**config.mk**
```make
export PLATFORM = sky130hd
export DESIGN_NAME = rvst_queue
export DESIGN_NICKNAME = d
export VERILOG_FILES = /design/src/rtl/core/rvst_pkg.sv /design/src/rtl/core/rvst_queue.sv
export VERILOG_INCLUDE_DIRS = /design/src /design/src/rtl/core
export SDC_FILE = /design/constraint.sdc
export NUM_CORES = 1
export LEC_CHECK = 0
export BUFFER_PORTS_ARGS = -buffer_cell sky130_fd_sc_hd__buf_4
export CORE_AREA = 8 8 410 412
export CTS_BUF_LIST = sky130_fd_sc_hd__clkbuf_4 sky130_fd_sc_hd__clkbuf_8
export CTS_CLUSTER_DIAMETER = 100
export DETAILED_ROUTE_END_ITERATION = 12
export DIE_AREA = 0 0 418 420
export PLACE_DENSITY = 0.71
export SLEW_MARGIN = 0
export SYNTH_ARGS = -nofsm -noshare
export SYNTH_HDL_FRONTEND = slang
export SYNTH_SLANG_ARGS = --single-unit
```
**constraint.sdc**
```tcl
create_clock -name clk -period 12.46 [get_ports clk]
set_clock_uncertainty 0.2 [all_clocks]
set_input_delay 3.115 -clock clk [delete_from_list [all_inputs] [get_ports clk]]
set_output_delay 3.115 -clock clk [all_outputs]
set_load 0.02 [all_outputs]
```
**src/rtl/core/rigid_vertex_skinning_transform_assert.svh**
```systemverilog
// Assertion macros shared by the skinning transform RTL.
// Needs signals named clk and arst_n in the scope of use.
`ifndef RIGID_VERTEX_SKINNING_TRANSFORM_ASSERT_SVH
`define RIGID_VERTEX_SKINNING_TRANSFORM_ASSERT_SVH

// same-cycle implication
`define RVST_ASSERT_IMP(lbl, ante, cons) \
	lbl: assert property (@(posedge clk) disable iff (!arst_n) (ante) |-> (cons)) \
		else $error("rvst: assertion failed");

// next-cycle implication
`define RVST_ASSERT_NXT(lbl, ante, cons) \
	lbl: assert property (@(posedge clk) disable iff (!arst_n) (ante) |=> (cons)) \
		else $error("rvst: assertion failed");

`endif

```
**src/rtl/core/rvst_pkg.sv**
```systemverilog
// Shared types and constants for the rigid skinning transform.
// No dependencies.
package rvst_pkg;

	localparam int RVST_BONE_COUNT = 64;
	localparam int RVST_COEFS      = 12;
	localparam int RVST_QDEPTH     = 4;

	// operation codes
	localparam logic RVST_OP_LOAD = 1'b0;

	// vertex as it leaves the front end
	typedef struct packed {
		logic        apply;
		logic [31:0] px;
		logic [31:0] py;
		logic [31:0] pz;
		logic [15:0] nx;
		logic [15:0] ny;
		logic [15:0] nz;
	} rvst_vtx_t;

	// queue entry: vertex plus the bone's twelve coefficients
	typedef struct packed {
		rvst_vtx_t                   vtx;
		logic [RVST_COEFS-1:0][31:0] coef;
	} rvst_qent_t;

endpackage

```
**src/rtl/core/rvst_queue.sv**
```systemverilog
// Short queue between front end and arithmetic back end.
// Depends on rvst_pkg and the assertion macro header.
`include "rigid_vertex_skinning_transform_assert.svh"
module rvst_queue import rvst_pkg::*; #(
	parameter int DEPTH = RVST_QDEPTH
) (
	input  logic       clk,
	input  logic       arst_n,
	input  logic       push,
	input  rvst_qent_t wdata,
	output logic       full,
	input  logic       pop,
	output logic       empty,
	output rvst_qent_t rdata
);

	localparam int PW = (DEPTH > 1) ? $clog2(DEPTH) : 1;
	localparam int CW = $clog2(DEPTH + 1);

	rvst_qent_t     ent_q [DEPTH];
	logic [PW-1:0]  wr_q;
	logic [PW-1:0]  rd_q;
	logic [CW-1:0]  cnt_q;

	assign full  = (cnt_q == CW'(DEPTH));
	assign empty = (cnt_q == '0);
	assign rdata = ent_q[rd_q];

	always_ff @(posedge clk or negedge arst_n) begin
		if (!arst_n) begin
			wr_q  <= '0;
			rd_q  <= '0;
			cnt_q <= '0;
		end else begin
			if (push) begin
				wr_q <= (wr_q == PW'(DEPTH - 1)) ? '0 : wr_q + PW'(1);
			end
			if (pop) begin
				rd_q <= (rd_q == PW'(DEPTH - 1)) ? '0 : rd_q + PW'(1);
			end
			if (push && !pop) begin
				cnt_q <= cnt_q + CW'(1);
			end else if (pop && !push) begin
				cnt_q <= cnt_q - CW'(1);
			end
		end
	end

	always_ff @(posedge clk) begin
		if (push) begin
			ent_q[wr_q] <= wdata;
		end
	end

	`RVST_ASSERT_IMP(a_no_push_full, push, cnt_q != CW'(DEPTH))
	`RVST_ASSERT_IMP(a_no_pop_empty, pop, cnt_q != '0)
	`RVST_ASSERT_NXT(a_cnt_grows, push && !pop, cnt_q == $past(cnt_q) + CW'(1))

endmodule

```
==> results.yml, run 1 <==
outcome:
  outcome: "complete, no violations"
worst_setup_path:
  reg2reg_depth: 5
  crit_top_cell: "buf_4"
  path_max_fanout: 49
  worst_path_max_delay_cell: "dfrtp_4"
  crit_path_start_kind: "register"
  worst-setup-path-type: "reg -> out"
  crit_path_max_incr_delay_ps: 990
  crit_required_ps: 9140
  cp.arrival_ps: 4530
  crit_chain: "buf_4 -> buf_4 -> mux4_2 -> buf_4"
  end_kind: "output port"
synthesis:
  yosys.area.top_type_share_pct: 82.7
  netlist_area_sq_mm: 0.0768
  synth.area.mux_share_pct: 15.6
  synthTopCellsByCount: "2116 x edfxtp_1, 529 x mux4_2, 55 x buf_2, 55 x buf_6, 8 x clkbuf_1"
  syn_area_per_cell_sq_um: 27.4
  yosys.area_share.adder_pct: 0.124
  synth_xor_area_share_pct: 0.0342
  synth_area_leaders: "edfxtp_1 83%, mux4_2 16%, buf_6 0.81%"
  ys_seq_elements: 2123
  synth_ff_type: "edfxtp_1"
  syn_nets: 3340
  synth_area_leader_cell: "edfxtp_1"
  async_flop_share_pct: 0.330
  yosysMostFrequentCell: "edfxtp_1"
  yosysWarnings: 0
  seq_area_frac_synth_pct: 83.0
  synth_compound_area_share_pct: 0.0130
  synth_top_family_by_area: "multiplexers"
  yosys.cell_types.count: 18
  synthSimpleGateAreaFrac_pct: 0.0733
  synth_edf_count: 2116
  synth_cells: 2800
global_routing:
  grt_pass1_vias: 37100
  antenna_found_initial: 54
  grt_pass1_wl_um: 255000
  grt_start_max_net_pins: 150
  track_usage_pct: 19.8
  overflow: 0
detailed_routing:
  dr_total_vias: 35600
  via_per_inst: 5.40
  post_drt_wl_per_cell_um: 27.4
  drt-total-wl_um: 181000
  drt-pass1-iter-count: 6
  antenna_left: 0
  drt-initial-drc-count: 3058
  drc_errors: 0
  dr_wl_met3_um: 16100
  dr.max_layer_used: "met5"
  routed-wl-met2_um: 92700
  wirelength_met1_um: 64000
clocking:
  clock_path_buffers: 4
  postCtsHoldBufs: 0
  htreeDepth: 5
  cts_root_buffer: "clkbuf_8"
  clkSinkCount: 2123
  post_cts.repair.setup_buffers: 0
  cts_buffers: 351
  cts.repair.resized: 0
  clkSlewWorstSetupHoldPaths_ps: 60
  insertion_delay_ps: 960
  cts_tree: "yes"
die:
  start_util_pct: 47.5
  num_rows: 148
  core_sq_mm: 0.162
  die_area_sq_mm: 0.176
  ios: 1064
  dieWidth_um: 418
  die_h_um: 420
sta:
  final_max_slew_viol_count: 0
  min_period_over_period_pct: 62.9
  fin_crit_ps: 7840
  setup_violations: 0
  whs_ps: 315
  clock.fmax_mhz: 128
  worstMarginPinSlew_ps: 1090
  rsz0062_at_grt: "no"
  hold_viol_final: 0
  slew_headroom_pct: 27.6
final_layout:
  syn_to_final_growth_pct: 21.8
  multi_input_area_sq_mm: 0.0121
  seqCellArea_sq_mm: 0.0637
  post-route-util_pct: 57.9
  drive_gt1_share_pct: 49.4
  nets: 4678
  fillerInstances: 11400
run:
  max_cap_viol_count: 0
power_and_ir_drop:
  power.density_mw_per_mm2: 243
  p_leak_uw: 0.0317
  peakVddDrop_v: 0.000204
hold_path:
  hp-class: "reg -> reg"
  hold_depth: 1
placement:
  dpl.hpwl_um: 117000
  portBuffers: 1063
  gp_congestion: 0.821
[through the flow]
step	setup TNS (ps)	worst slack, ps	instance area, sq um	instances	total power, uW
finish	0	4620	93600	6596	22800
global route	0	4110	93500	6589	23700
CTS	0	4220	93400	6550	23100
detailed placement	0	5380	87100	5960	17500
global placement	0	5400	87100	5960	17400
floorplan	-1906070	-3600	76800	2800	14700
[final timing paths]
check	start	slack (ps)	to
max reg2reg	wr_q[0]$_DFFE_PN0P_	8810	ent_q[2][172]$_DFFE_PP_
min in group asynchronous	arst_n	1690	cnt_q[2]$_DFFE_PN0P_
min	cnt_q[2]$_DFFE_PN0P_	320	cnt_q[2]$_DFFE_PN0P_
min reg2reg	cnt_q[2]$_DFFE_PN0P_	320	cnt_q[2]$_DFFE_PN0P_
max in group asynchronous	arst_n	10160	rd_q[1]$_DFFE_PN0P_
max	rd_q[0]$_DFFE_PN0P_	4620	rdata[258]
[cell families (layout without fill, tap and decap cells)]
group / count (synthesis) / in the layout
buffers and inverters: 122 / 1697
AO/OA/AOI/OAI: 2 / 2
AND/OR/NAND/NOR: 11 / 11
XOR/XNOR: 3 / 3
adder cells (fa/ha/maj): 7 / 7
other: 0 / 46
flip-flops: 2123 / 2123
multiplexers: 532 / 532
[registers in the layout, summed over array words and instances, names as in the netlist]
register  count
ent_q      2116
cnt_q         3
rd_q          2
wr_q          2
[metal layers]
layer	vias up	track usage, %
met5	-	0
met4	12	10.6
met3	347	7.21
met2	1473	32.5
met1	18800	23.0
li1	15000	-
[cell type report]
type / count / area share (%)
Sequential cell: 2123 / 68.1
Inverter: 4 / 0.0160
Timing Repair Buffer: 1103 / 9.04
Tap cell: 2175 / 2.91
Antenna cell: 46 / 0.123
Clock inverter: 102 / 0.523
Multi-Input combinational cell: 555 / 13.0
Clock buffer: 488 / 6.30
[power breakdown]
part           switching, uW  internal [uW]
Clock                   2570           3050
Sequential               305           9150
Combinational           4440           3260
Total                   7320          15500
[worst max-delay path, delay by kind of cell (launching register included)]
kind	cells	cell delay, ps
buf+inv	3	1790
flops	1	990
mux	1	660
[cells in the final DEF (no fill, tap or decap)]
cell type / netlist / routed
nor3b_1: 1 / 1
clkinv_1: 0 / 71
diode_2: 0 / 46
buf_12: 0 / 14
inv_6: 0 / 4
nor3_1: 1 / 1
dfrtp_4: 0 / 2
mux4_2: 529 / 529
nor2_1: 3 / 3
fa_1: 1 / 1
and2_4: 0 / 4
buf_4: 0 / 1089
inv_1: 4 / 4
mux2_2: 3 / 3
xnor2_1: 1 / 1
nand2_1: 2 / 2
clkinvlp_4: 0 / 5
clkinv_2: 0 / 19
clkbuf_4: 0 / 132
edfxtp_1: 2116 / 2116
dfrtp_1: 7 / 5
o21ai_0: 2 / 2
clkbuf_8: 0 / 356
clkinv_8: 0 / 1
clkinv_4: 0 / 1
ha_1: 6 / 6
bufinv_16: 0 / 1
xor2_1: 2 / 2
No activity file was read; power rests on OpenSTA's default activity.
==> run 2: changes to the inputs <==
- CORE_AREA: 8 8 410 412 -> 8 8 404 406
- DIE_AREA: 0 0 418 420 -> 0 0 412 414
- PLACE_DENSITY: 0.71 -> 0.7
- clock period: 12.46 -> 8.14 ns (I/O delays scaled with it)
==> results.yml, run 2 (same netlist as run 1, synthesis figures left out) <==
outcome:
  outcome: "complete, no violations"
detailed_routing:
  drc_errors: 0
  post_drt_wl_per_cell_um: 28.1
  drt-total-wl_um: 183000
  drt-initial-drc-count: 3194
  dr_total_vias: 35500
  antenna_left: 0
  via_per_inst: 5.46
  drt-pass1-iter-count: 5
sta:
  setup_violations: 0
  hold_viol_final: 0
  slew_headroom_pct: 27.1
  rsz0062_at_grt: "no"
  worstMarginPinSlew_ps: 1090
  min_period_over_period_pct: 70.8
  final_max_slew_viol_count: 0
  clock.fmax_mhz: 173
  tns_ps: 0
  fin_crit_ps: 5770
run:
  max_cap_viol_count: 0
power_and_ir_drop:
  power.density_mw_per_mm2: 375
  switching_share_pct: 32.3
  power.internal_uw: 23800
  peakVddDrop_v: 0.000295
  comb_power_share_pct: 34.2
  power_switching_uw: 11300
  p_clk_share_pct: 24.6
  p_leak_uw: 0.0318
  p_seq_share_pct: 41.2
global_routing:
  grt_pass1_vias: 37700
  grt_pass1_wl_um: 259000
  overflow: 0
  grt_start_max_net_pins: 146
  antenna_found_initial: 47
  track_usage_pct: 20.8
final_layout:
  layout_commonest_cell: "edfxtp_1"
  reg.largest.list: "ent_q (2116), cnt_q (3)"
  drive_gt1_share_pct: 49.1
  fillerInstances: 10900
  largest_register: "ent_q"
  nets: 4698
  syn_to_final_growth_pct: 22.0
  largest_register_ffs: 2116
  post-route-util_pct: 59.6
  layout.cells.most_common_list: "2116 x edfxtp_1, 1102 x buf_4, 529 x mux4_2"
clocking:
  clock_path_buffers: 4
  postCtsHoldBufs: 0
  cts_tree: "yes"
  post_cts.repair.setup_buffers: 0
  cts_buffers: 350
  cts.repair.resized: 0
  cts_root_buffer: "clkbuf_8"
  clkSinkCount: 2123
  clkSlewWorstSetupHoldPaths_ps: 60
  htreeDepth: 5
  insertion_delay_ps: 960
worst_setup_path:
  path_max_fanout: 102
  crit_required_ps: 5910
  cp.arrival_ps: 3530
  crit_path_start_kind: "register"
  worst-setup-path-type: "reg -> out"
  end_kind: "output port"
die:
  core_sq_mm: 0.157
  start_util_pct: 48.9
  die_h_um: 414
  die_area_sq_mm: 0.171
  ios: 1064
  dieWidth_um: 412
  num_rows: 146
hold_path:
  hp-class: "reg -> reg"
placement:
  portBuffers: 1063
  gp_congestion: 0.796
  dpl.hpwl_um: 121000
[run 2: power groups by stage]
stage / Combinational [uW] / Sequential, uW / Clock (uW)
2_1_floorplan: 7380 / 14700 / 0
3_3_place_gp: 12200 / 14600 / 0
3_5_place_dp: 12200 / 14700 / 0
4_1_cts: 12200 / 14500 / 8850
5_1_grt: 12600 / 14600 / 9290
6_report: 12000 / 14500 / 8620
[run 2: metrics by stage]
step / hold slack [ps] / std cells / setup WS (ps) / total power, uW / area (sq um)
after detailed placement: 287 / 5878 / 3260 / 26900 / 87200
after floorplan: 256 / 2800 / 1800 / 22100 / 76800
after global routing: 335 / 6487 / 2070 / 36500 / 93600
after global placement: 292 / 5878 / 3270 / 26800 / 87200
final: 294 / 6507 / 2370 / 35100 / 93700
after CTS: 297 / 6468 / 2110 / 35600 / 93600
[run 2: layer usage]
metal  up-vias  share of wire [%]  GRT usage (%)
met2      1485                 49           33.3
met3       306                 12           9.69
li1      15100                  -              -
met4        22                2.9           7.33
met1     18700                 36           25.0
met5         -              0.084              0
[run 2: final cells by class]
type                            count  area [sq um]  share of cell area [%]
Sequential cell                  2123         63700                    68.0
Multi-Input combinational cell    555         12100                    13.0
Timing Repair Buffer             1124          8710                    9.30
Clock buffer                      458          5680                    6.07
Tap cell                         2072          2590                    2.77
Clock inverter                    132           706                   0.753
Antenna cell                       39          97.6                   0.104
Inverter                            4          15.0                  0.0160
[run 2: critical path: stages (launching register included)]
cell and delay (ps):
dfrtp_4 1100, buf_12 530, mux4_2 480, buf_4 190
[run 2: worst paths after layout]
check	from	to	slack [ps]	depth (start not counted)
max	rd_q[1]$_DFFE_PN0P_	rdata[209]	2370	3
min	cnt_q[2]$_DFFE_PN0P_	cnt_q[2]$_DFFE_PN0P_	290	1
max reg2reg	wr_q[0]$_DFFE_PN0P_	ent_q[2][432]$_DFFE_PP_	5250	4
min reg2reg	cnt_q[2]$_DFFE_PN0P_	cnt_q[2]$_DFFE_PN0P_	290	1
max in group asynchronous	arst_n	rd_q[0]$_DFFE_PN0P_	6930	1
min in group asynchronous	arst_n	rd_q[1]$_DFFE_PN0P_	670	1
